==> src/rtl/core/tpws_pkg.sv <==
// Shared types, constants and helpers for the track patch window selector.
// Used by every module in rtl/core; depends on nothing.
`default_nettype none

package tpws_pkg;

   localparam int LAYER_COUNT_DEF = 5;
   localparam int ROW_DEPTH_DEF   = 64;

   localparam int OP_W     = 2;
   localparam int LAYER_W  = 3;
   localparam int HIT_W    = 32;
   localparam int START_W  = 6;
   localparam int RADIUS_W = 12;
   localparam int RADII_W  = 60;
   localparam int LIMIT_W  = 31;
   localparam int OFFSET_W = 16;
   localparam int PPL_W    = 6;
   localparam int SIZE_W   = 7;
   localparam int PROD_W   = 46;  // signed products feeding the divider
   localparam int MAG_W    = 45;  // dividend magnitude bits
   localparam int DIVR_W   = 13;  // signed divisor
   localparam int POS_W    = 48;  // projected z and trapezoid edge
   localparam int DIFF_W   = 49;  // distances between hit and target

   localparam int CSR_AW = 6;
   localparam int CSR_DW = 64;
   localparam int REQ_DW = 104;
   localparam int RSP_DW = 80;

   localparam logic [2:0] REG_RADII      = 3'd0;
   localparam logic [2:0] REG_TOP_LIMIT  = 3'd1;
   localparam logic [2:0] REG_BEAM_LIMIT = 3'd2;
   localparam logic [2:0] REG_OFFSET     = 3'd3;
   localparam logic [2:0] REG_PPL        = 3'd4;
   localparam logic [2:0] REG_ALIGN      = 3'd5;
   localparam logic [2:0] REG_DOUBLE     = 3'd6;

   typedef enum logic [OP_W-1:0] {
      OP_LOAD  = 2'd0,
      OP_MAKE  = 2'd1,
      OP_CLEAR = 2'd2,
      OP_NONE  = 2'd3
   } opcode_type;

   typedef struct packed {
      logic [RADII_W-1:0]  radii;
      logic [LIMIT_W-1:0]  top_limit;
      logic [LIMIT_W-1:0]  beam_limit;
      logic [OFFSET_W-1:0] offset;
      logic [PPL_W-1:0]    ppl;
      logic                align;
      logic                dbl;
   } cfg_type;

   localparam cfg_type CFG_RESET = '{
      radii:      60'd112611984944005200,
      top_limit:  31'd3276800,
      beam_limit: 31'd983040,
      offset:     16'd7,
      ppl:        6'd16,
      align:      1'b1,
      dbl:        1'b0
   };

   typedef struct packed {
      logic load;
      logic clear;
      logic make;
      logic proj_go;
      logic proj_take;
      logic edge_go;
      logic edge_take;
      logic scan_go;
      logic pick;
      logic mm_go;
      logic layer_store;
      logic layer_adv;
      logic decide;
      logic out_load;
      logic out_adv;
   } cmd_type;

   typedef struct packed {
      logic div_done;
      logic sweep_done;
      logic row_short;
      logic last_layer;
      logic out_last;
   } status_type;

   function automatic logic [DIFF_W-1:0] mag_of(input logic signed [DIFF_W-1:0] v);
      mag_of = v[DIFF_W-1] ? DIFF_W'(-v) : DIFF_W'(v);
   endfunction

endpackage

`default_nettype wire

==> src/rtl/core/tpws_ctrl.sv <==
// Sequencer for loads, clears and patch building; drives datapath commands.
// Depends on tpws_pkg.
`default_nettype none

module tpws_ctrl (
   input  logic                          clock,
   input  logic                          reset,
   input  logic                          req_valid,
   input  logic [tpws_pkg::OP_W-1:0]     req_op,
   output logic                          req_ready,
   output logic                          rsp_valid,
   input  logic                          rsp_ready,
   input  tpws_pkg::status_type          status,
   output tpws_pkg::cmd_type             cmd
);
   import tpws_pkg::*;

   typedef enum logic [11:0] {
      S_IDLE  = 12'b000000000001,
      S_PROJ  = 12'b000000000010,
      S_PWAIT = 12'b000000000100,
      S_EWAIT = 12'b000000001000,
      S_CHECK = 12'b000000010000,
      S_SCAN  = 12'b000000100000,
      S_PICK  = 12'b000001000000,
      S_MMST  = 12'b000010000000,
      S_MM    = 12'b000100000000,
      S_NEXT  = 12'b001000000000,
      S_OUTLD = 12'b010000000000,
      S_EMIT  = 12'b100000000000
   } state_type;

   state_type state_ff, state_in;

   always_comb begin
      state_in  = state_ff;
      cmd       = '0;
      req_ready = 1'b0;
      rsp_valid = 1'b0;
      unique case (state_ff)
         S_IDLE: begin
            req_ready = 1'b1;
            if (req_valid) begin
               unique case (opcode_type'(req_op))
                  OP_LOAD:  cmd.load = 1'b1;
                  OP_CLEAR: cmd.clear = 1'b1;
                  OP_MAKE: begin
                     cmd.make = 1'b1;
                     state_in = S_PROJ;
                  end
                  OP_NONE: ;
               endcase
            end
         end
         S_PROJ: begin
            cmd.proj_go = 1'b1;
            state_in    = S_PWAIT;
         end
         S_PWAIT: if (status.div_done) begin
            cmd.proj_take = 1'b1;
            cmd.edge_go   = 1'b1;
            state_in      = S_EWAIT;
         end
         S_EWAIT: if (status.div_done) begin
            cmd.edge_take = 1'b1;
            state_in      = S_CHECK;
         end
         S_CHECK: begin
            if (status.row_short) begin
               cmd.layer_store = 1'b1;
               state_in        = S_NEXT;
            end else begin
               cmd.scan_go = 1'b1;
               state_in    = S_SCAN;
            end
         end
         S_SCAN: if (status.sweep_done) state_in = S_PICK;
         S_PICK: begin
            cmd.pick = 1'b1;
            state_in = S_MMST;
         end
         S_MMST: begin
            cmd.mm_go = 1'b1;
            state_in  = S_MM;
         end
         S_MM: if (status.sweep_done) begin
            cmd.layer_store = 1'b1;
            state_in        = S_NEXT;
         end
         S_NEXT: begin
            if (status.last_layer) begin
               cmd.decide = 1'b1;
               state_in   = S_OUTLD;
            end else begin
               cmd.layer_adv = 1'b1;
               state_in      = S_PROJ;
            end
         end
         S_OUTLD: begin
            cmd.out_load = 1'b1;
            state_in     = S_EMIT;
         end
         S_EMIT: begin
            rsp_valid = 1'b1;
            if (rsp_ready) begin
               if (status.out_last) state_in = S_IDLE;
               else cmd.out_adv = 1'b1;
            end
         end
         default: state_in = S_IDLE;
      endcase
   end

   always_ff @(posedge clock) begin
      if (reset) state_ff <= S_IDLE;
      else state_ff <= state_in;
   end

endmodule

`default_nettype wire

==> config.mk <==
export PLATFORM = sky130hd
export DESIGN_NAME = tpws_ctrl
export DESIGN_NICKNAME = d
export VERILOG_FILES = /design/src/rtl/core/tpws_pkg.sv /design/src/rtl/core/tpws_ctrl.sv
export SDC_FILE = /design/constraint.sdc
export NUM_CORES = 1
export LEC_CHECK = 0
export BUFFER_PORTS_ARGS = -buffer_cell sky130_fd_sc_hd__buf_2
export CORE_MARGIN = 1
export CORE_UTILIZATION = 40
export CTS_CLUSTER_SIZE = 25
export DETAILED_ROUTE_END_ITERATION = 12
export PLACE_DENSITY = 0.67
export SETUP_SLACK_MARGIN = 0.05
export SLEW_MARGIN = 20
export SYNTH_ARGS = -nofsm -noshare
export SYNTH_HDL_FRONTEND = slang
export SYNTH_SLANG_ARGS = --single-unit
==> constraint.sdc <==
create_clock -name clock -period 1.8 [get_ports clock]
set_input_delay 0.27 -clock clock [delete_from_list [all_inputs] [get_ports clock]]
set_output_delay 0.27 -clock clock [all_outputs]
set_load 0.02 [all_outputs]
==> results of run 1 <==
[cell usage after synthesis, types with 2 or more instances]
library cell and number:
a21oi_1 4, and3_1 3, and4b_1 2, buf_2 2, buf_6 2, clkbuf_1 5
dfxtp_1 12, inv_1 5, nand2_1 5, nand2b_1 2, nand3_1 3, nand3b_1 3
nand4_1 2, nor2_1 9, nor3_1 6, nor3b_1 2, nor4_1 6, nor4bb_1 2
o21a_1 2, o21ai_0 4, o21ba_1 2, or3_1 4, or4_1 2, xnor2_1 4
[metrics by stage]
| stage | area, sq um | util [%] | hold WS (ns) | worst slack (ns) | std cells |
|---|---|---|---|---|---|
| after CTS | 1580 | 76.5 | 0.253 | -0.411 | 202 |
| after global placement | 1400 | 67.7 | 0.496 | -0.128 | 193 |
| after floorplan | 1050 | - | 0.339 | -0.120 | 116 |
| after global routing | 1770 | 85.7 | 0.246 | -0.512 | 206 |
| final | 1770 | 85.7 | 0.260 | -0.463 | 206 |
| after detailed placement | 1400 | 67.7 | 0.519 | -0.152 | 193 |
[worst paths after layout]
path / from / to / slack (ns) / cells past startpoint
max reg2reg: state_ff[9]$_SDFFE_PP0P_ / state_ff[6]$_SDFFE_PP0P_ / -0.09 / 7
min reg2reg: state_ff[8]$_SDFFE_PP0P_ / state_ff[8]$_SDFFE_PP0P_ / 0.50 / 2
max: state_ff[2]$_SDFFE_PP0P_ / cmd[4] / -0.46 / 6
min: reset / state_ff[8]$_SDFFE_PP0P_ / 0.26 / 2
[logic make-up (layout without fill, tap and decap cells)]
group | after synthesis | after routing | share of synthesized area, %
compound gates | 20 | 20 | 15.0
xor+xnor | 4 | 4 | 3.81
buf+inv | 16 | 79 | 8.84
flops | 12 | 12 | 26.1
mux | 1 | 1 | 1.09
simple gates | 63 | 63 | 45.2
[final cells by class]
cell class	count	share of cell area [%]
clock buffers	4	2.05
inverters	6	1.70
repair buffers	69	30.9
well taps	27	1.91
multi-input cells	88	49.0
flip-flops and latches	12	14.4
[metal layers]
metal	routed length (um)	up-vias
met5	0	-
met4	243	0
met3	281	26
met2	1870	68
met1	1600	591
li1	-	553
[power by group through the flow]
stage | combinational, mW | sequential, mW | clock, mW
floorplan | 0.285 | 0.300 | 0
global placement | 0.426 | 0.295 | 0
detailed placement | 0.432 | 0.294 | 0
CTS | 0.467 | 0.288 | 0.223
global route | 0.618 | 0.285 | 0.247
finish | 0.588 | 0.285 | 0.229
[worst max-delay path, cell delays in order (launching register included)]
cell and delay (ns):
dfxtp_2 0.34, or3_4 0.41, nor4_4 0.27, buf_4 0.18
nand4_1 0.24, o21ai_4 0.12, buf_4 0.15
[timing repair]
action / 4_1_cts / 5_1_grt
gates cloned: 0 / 0
pin swaps: 10 / 20
setup buffers: 10 / 6
setup endpoints to repair: 27 / 27
gates resized for setup: 28 / 45
==> results.toml, run 1 <==
[flow_run]
cap_violations = 0

[cts]
clockBufferDepth = 2
cts_tree = "yes"
cts_made_buffers = 3
cts.clk_slew.worst_paths_ns = 0.09
clk_latency_ns = 0.29
htree_levels = 1
root_buffer = "clkbuf_4"
clock-sinks = 12
hold_buffers = 0

[finish]
drive_above_1_share_pct = 69.8
final.fill_count = 119
reg_top3 = "state_ff x12"
layout_commonest_cell = "buf_4"
largest_register_ffs = 12
diodes = 0
nets = 191
final_cell_mix = "buf_4 (45), buf_6 (14), buf_2 (10)"
multi_input_area_sq_um = 867
top_register = "state_ff"
syn_to_final_growth_pct = 92.2
regArea_sq_um = 255

[die]
core_sq_um = 2060
io_pins = 28
rows = 16
die_h_um = 50.0
initial_utilization_pct = 44.6
die-area_sq_um = 2500
fp.dieW_um = 50.0

[power_and_ir_drop]
seq_power_share_pct = 25.9
power_mw = 1.10
combinationalPowerShare_pct = 53.4
clkPwrFrac_pct = 20.8
cellInternalPower_mw = 0.690
switching_power_mw = 0.412
leakage_nw = 0.770
ir_drop_mv = 0.525
switching_share_pct = 37.4
p_per_area_nw_per_um2 = 623

[logic_synthesis]
synth_edf_count = 0
synth.top_cell.area_share_pct = 26.1
ys.flop_type = "dfxtp_1"
synth-seq-area-share_pct = 26.1
synth-async-reset-ratio_pct = 0
syn_inst = 116
yosysUniqueCellTypes = 47
yosys.area.top_type = "dfxtp_1"
ys_warn_count = 0
ys_top_cells_by_area = "dfxtp_1 (26%), nor4_1 (4.1%), xnor2_1 (3.8%)"
ys_ff_latch = 12
netlist_area_sq_um = 920
avgSynthCellArea_sq_um = 7.93
syn_nets = 127

[global_route]
grt_pass1_wl_um = 5400
grt_overflow = 0
globalRouteMet1Util_pct = 34.2
antenna_found_initial = 0
grt_util_met2_pct = 49.3
grt_use_total_pct = 28.9
grt_pass1_vias = 1177
top_usage_layer = "met2"
grt_max_degree = 10
met3_usage_pct = 4.32

[route]
drt-total-wl_um = 3990
wl_per_cell_um = 19.4
drt_iter0_markers = 40
vias = 1238
drtPass1Iterations = 4
drc = 0
antenna_left = 0
viasPerCell = 6.01

[timing]
rsz0062_at_grt = "yes"
finClkSkew_ns = 0.00758
post-route-period-util_pct = 126
max_freq_ghz = 0.442
min_period_ns = 2.26
setup_viol = 23
worst_pin_slew_ns = 0.335
report.final.slew_viol_count = 0
relSlewSlack_pct = 77.6
layout_setup_ws_ns = -0.463
hold_viol_final = 0
fin_tns_setup_ns = -5.57

[placed_design]
numPortBuffers = 27
gp_congestion = 0.901
dp.final_hpwl_um = 2380

[worst_setup_path]
critPathLaunchType = "register"
end_kind = "output pin"
crit_type = "register to output pin"
critPathRequiredTime_ns = 1.53
crit_fanout = 4
cp.arrival_ns = 1.99

[run_status]
failed_checks = "setup timing"
status = "complete, but fails checks"

[min_path]
hp-class = "input pin to register"
Power figures use the tool's default switching activity.
==> inputs of run 2 (changes only) <==
- CELL_PAD_IN_SITES_DETAIL_PLACEMENT: default -> 1
- CELL_PAD_IN_SITES_GLOBAL_PLACEMENT: default -> 1
- CORE_UTILIZATION: 40 -> 32
- PLACE_DENSITY: 0.67 -> default
- PLACE_DENSITY_LB_ADDON: default -> 0.1
==> run 2 against run 1 <==
Net effect: the run now fails in global routing; synthesized cell count unchanged; synthesized area stayed put.
==> results.toml, run 2 <==
[logic_synthesis]
synth-compound-area-share_pct = 15.0
syn_inst = 116
synthXorXnorAreaFrac_pct = 3.81
avgSynthCellArea_sq_um = 7.93
ys.flop_type = "dfxtp_1"
yosysUniqueCellTypes = 47
synth-seq-area-share_pct = 26.1
synth.top_cell.area_share_pct = 26.1
synth_simple_gate_area_share_pct = 45.2
synth_top_family_by_area = "simple AND/OR/NAND/NOR gates"
yosys.area.top_type = "dfxtp_1"
yosys-mux-area-fraction_pct = 1.09
ys_warn_count = 0
synth-adder-area-share_pct = 0
synth_edf_count = 0
yosysMostFrequentCell = "dfxtp_1"
ys_top_cells_by_area = "dfxtp_1 (26%), nor4_1 (4.1%), xnor2_1 (3.8%)"
netlist_area_sq_um = 920
synth-async-reset-ratio_pct = 0
synthTopCellsByCount = "dfxtp_1 (12), nor2_1 (9), nor3_1 (6), nor4_1 (6)"
syn_nets = 127
ys_ff_latch = 12

[cts]
root_buffer = "clkbuf_4"
clock-sinks = 12
htree_levels = 1
cts_made_buffers = 3
hold_buffers = 0
clockBufferDepth = 2

[run_status]
status = "stopped before the end"
error = "[ERROR DPL-0033] detailed placement checks failed during check placement."
lastStage = "global routing"

[die]
fp.dieW_um = 55.6
io_pins = 28
rows = 19
die_h_um = 55.6
initial_utilization_pct = 33.6

[global_route]
grt_max_degree = 10
antenna_found_initial = 0

[timing]
worst_endpoint = "cmd[3]"
worst-ep-kind = "top-level output"

[placed_design]
gp_congestion = 0.851
placed_area_sq_um = 1390
dp.final_hpwl_um = 2950
pre_cts_slack_ns = -0.186
numPortBuffers = 27
[run 2: cell counts after synthesis]
Identical to the previous run, type by type.
[run 2: metrics by stage]
stage          util, %  cells  TNS, ns
3_5_place_dp      50.9    196    -2.34
2_1_floorplan        -    116   -0.697
4_1_cts           71.2    224    -6.25
3_3_place_gp      50.9    196    -1.29
[run 2: logic make-up after synthesis]
group | Yosys count
AO/OA/AOI/OAI | 20
multiplexers | 1
AND/OR/NAND/NOR | 63
buffers and inverters | 16
flip-flops | 12
XOR/XNOR | 4
[run 2: what timing repair did]
action	4_1_cts
pin swaps	25
gates resized for setup	87
endpoints found under the setup margin	27
buffers inserted	33
cloned	0
==> inputs of run 3 (changes only) <==
- CELL_PAD_IN_SITES_DETAIL_PLACEMENT: 1 -> default
- CELL_PAD_IN_SITES_GLOBAL_PLACEMENT: 1 -> default
- CORE_UTILIZATION: 32 -> 25
- CTS_CLUSTER_SIZE: 25 -> default
- PLACE_DENSITY_LB_ADDON: 0.1 -> 0.15
- SETUP_SLACK_MARGIN: 0.05 -> default
- clock period: 1.8 -> 2.34 ns (I/O delays scaled with it)
==> run 3 against run 2 <==
Net effect: the flow now finishes without violations.
==> results.toml, run 3 (synthesis results as in run 1) <==
[global_route]
grt_pass1_vias = 989
antenna_found_initial = 0
grt_max_degree = 10
grt_pass1_wl_um = 4810
grt_use_total_pct = 15.8
grt_overflow = 0

[cts]
cts.clk_slew.worst_paths_ns = 0.05
cts_made_buffers = 3
root_buffer = "clkbuf_8"
htree_levels = 1
cts_tree = "yes"
clk_latency_ns = 0.24
clockBufferDepth = 2
clock-sinks = 12

[power_and_ir_drop]
switching_share_pct = 32.5
p_per_area_nw_per_um2 = 591
ir_drop_mv = 0.288
switching_power_mw = 0.253
leakage_nw = 0.603
clkPwrFrac_pct = 29.8
seq_power_share_pct = 29.1
combinationalPowerShare_pct = 41.0
cellInternalPower_mw = 0.525

[timing]
fin_tns_setup_ns = 0
relSlewSlack_pct = 62.2
max_freq_ghz = 0.440
hold_viol_final = 0
setup_viol = 0
min_period_ns = 2.27
report.final.slew_viol_count = 0
post-route-period-util_pct = 97.1
worst_pin_slew_ns = 0.564
finClkSkew_ns = 0.00274

[route]
vias = 1023
drt-total-wl_um = 2920
drc = 0
wl_per_cell_um = 14.7
antenna_left = 0
drt_iter0_markers = 53
drtPass1Iterations = 4
viasPerCell = 5.14

[worst_setup_path]
crit_type = "register to output pin"
cp.arrival_ns = 1.92
end_kind = "output pin"
crit_fanout = 5
slowest_delay_ns = 0.56
r2r-start = "state_ff[8]$_SDFFE_PP0P_"
critPathBufInv = 1
timing.rr.end = "state_ff[1]$_SDFFE_PP0P_"
crit_chain = "or4_4, nor4_4, and4bb_1, and2b_2, buf_6"
r2r_slack_ns = 0.28
crit_family = "simple AND/OR/NAND/NOR gates"
cp_slowest_cell = "or4_4"
critPathLaunchType = "register"
critPathRequiredTime_ns = 1.99
r2r_cells = 5

[finish]
largest_register_ffs = 12
final_cell_mix = "buf_2 (25), buf_4 (17), nor2_1 (8), dfxtp_1 (8)"
nets = 165
diodes = 0
drive_above_1_share_pct = 45.8
layout_commonest_cell = "buf_2"
syn_to_final_growth_pct = 43.3
final_core_util_pct = 38.3
top_register = "state_ff"
reg_top3 = "state_ff x12"

[die]
rows = 21
fp.dieW_um = 62.7
initial_utilization_pct = 26.7
die-area_sq_um = 3930
core_sq_um = 3440
io_pins = 28
die_h_um = 62.7

[min_path]
min_path_cells = 2
hp-start = "reset"
min_to = "state_ff[8]$_SDFFE_PP0P_"
hp-class = "input pin to register"

[run_status]
status = "complete, no violations"

[placed_design]
dp.final_hpwl_um = 2200
gp_congestion = 0.904
numPortBuffers = 27

[flow_run]
cap_violations = 0
-- run 3: worst max-delay path by stage --
stage | from | to | cells past startpoint
5_1_grt | state_ff[0]$_SDFFE_PP1P_ | cmd[3] | 5
4_1_cts | state_ff[9]$_SDFFE_PP0P_ | cmd[6] | 4
2_1_floorplan | state_ff[1]$_SDFFE_PP0P_ | cmd[4] | 6
3_3_place_gp | state_ff[0]$_SDFFE_PP1P_ | cmd[3] | 5
3_5_place_dp | state_ff[0]$_SDFFE_PP1P_ | cmd[3] | 5
6_report | state_ff[0]$_SDFFE_PP1P_ | cmd[3] | 5
-- run 3: layout make-up --
| type | instances | area, sq um |
|---|---|---|
| inverter | 6 | 22.5 |
| timing repair buffer | 43 | 264 |
| clock buffer | 4 | 55.1 |
| multi-input combinational | 88 | 671 |
| sequential | 12 | 248 |
| tap | 46 | 57.6 |
| fill | 362 | 2120 |
-- run 3: per-stage QoR --
stage / total power [mW] / cells / worst slack [ns] / hold slack (ns) / instance area, sq um
after global placement: 0.484 / 188 / 0.183 / 0.525 / 1130
final: 0.778 / 199 / 0.0673 / 0.385 / 1320
after CTS: 0.733 / 194 / -0.0115 / 0.392 / 1210
after detailed placement: 0.484 / 188 / 0.124 / 0.525 / 1130
after global routing: 0.826 / 199 / -0.00917 / 0.411 / 1320
after floorplan: 0.411 / 116 / 0.0846 / 0.420 / 926
-- run 3: power groups by stage --
stage          registers (mW)  clock network, mW  logic, mW
2_1_floorplan           0.229                  0      0.182
3_3_place_gp            0.233                  0      0.252
3_5_place_dp            0.232                  0      0.252
4_1_cts                 0.229              0.239      0.265
5_1_grt                 0.229              0.249      0.348
6_report                0.227              0.232      0.319
-- run 3: what timing repair did --
item / in CTS / in global routing
gates resized for setup: 3 / 17
buffers inserted: 2 / 5
hold buffers: 0 / 0
endpoints found under the hold margin: 0 / 0
endpoints found under the setup margin: 7 / 9
pin swaps: 3 / 1
-- run 3: per-layer routing --
layer  share of wire [%]  global-route usage (%)  vias to the layer above
met3                 4.6                    4.38                        6
met1                  49                    20.4                      484
met5                   0                       0                        -
li1                    -                       -                      503
met4                 2.6                    6.40                        0
met2                  44                    24.5                       30
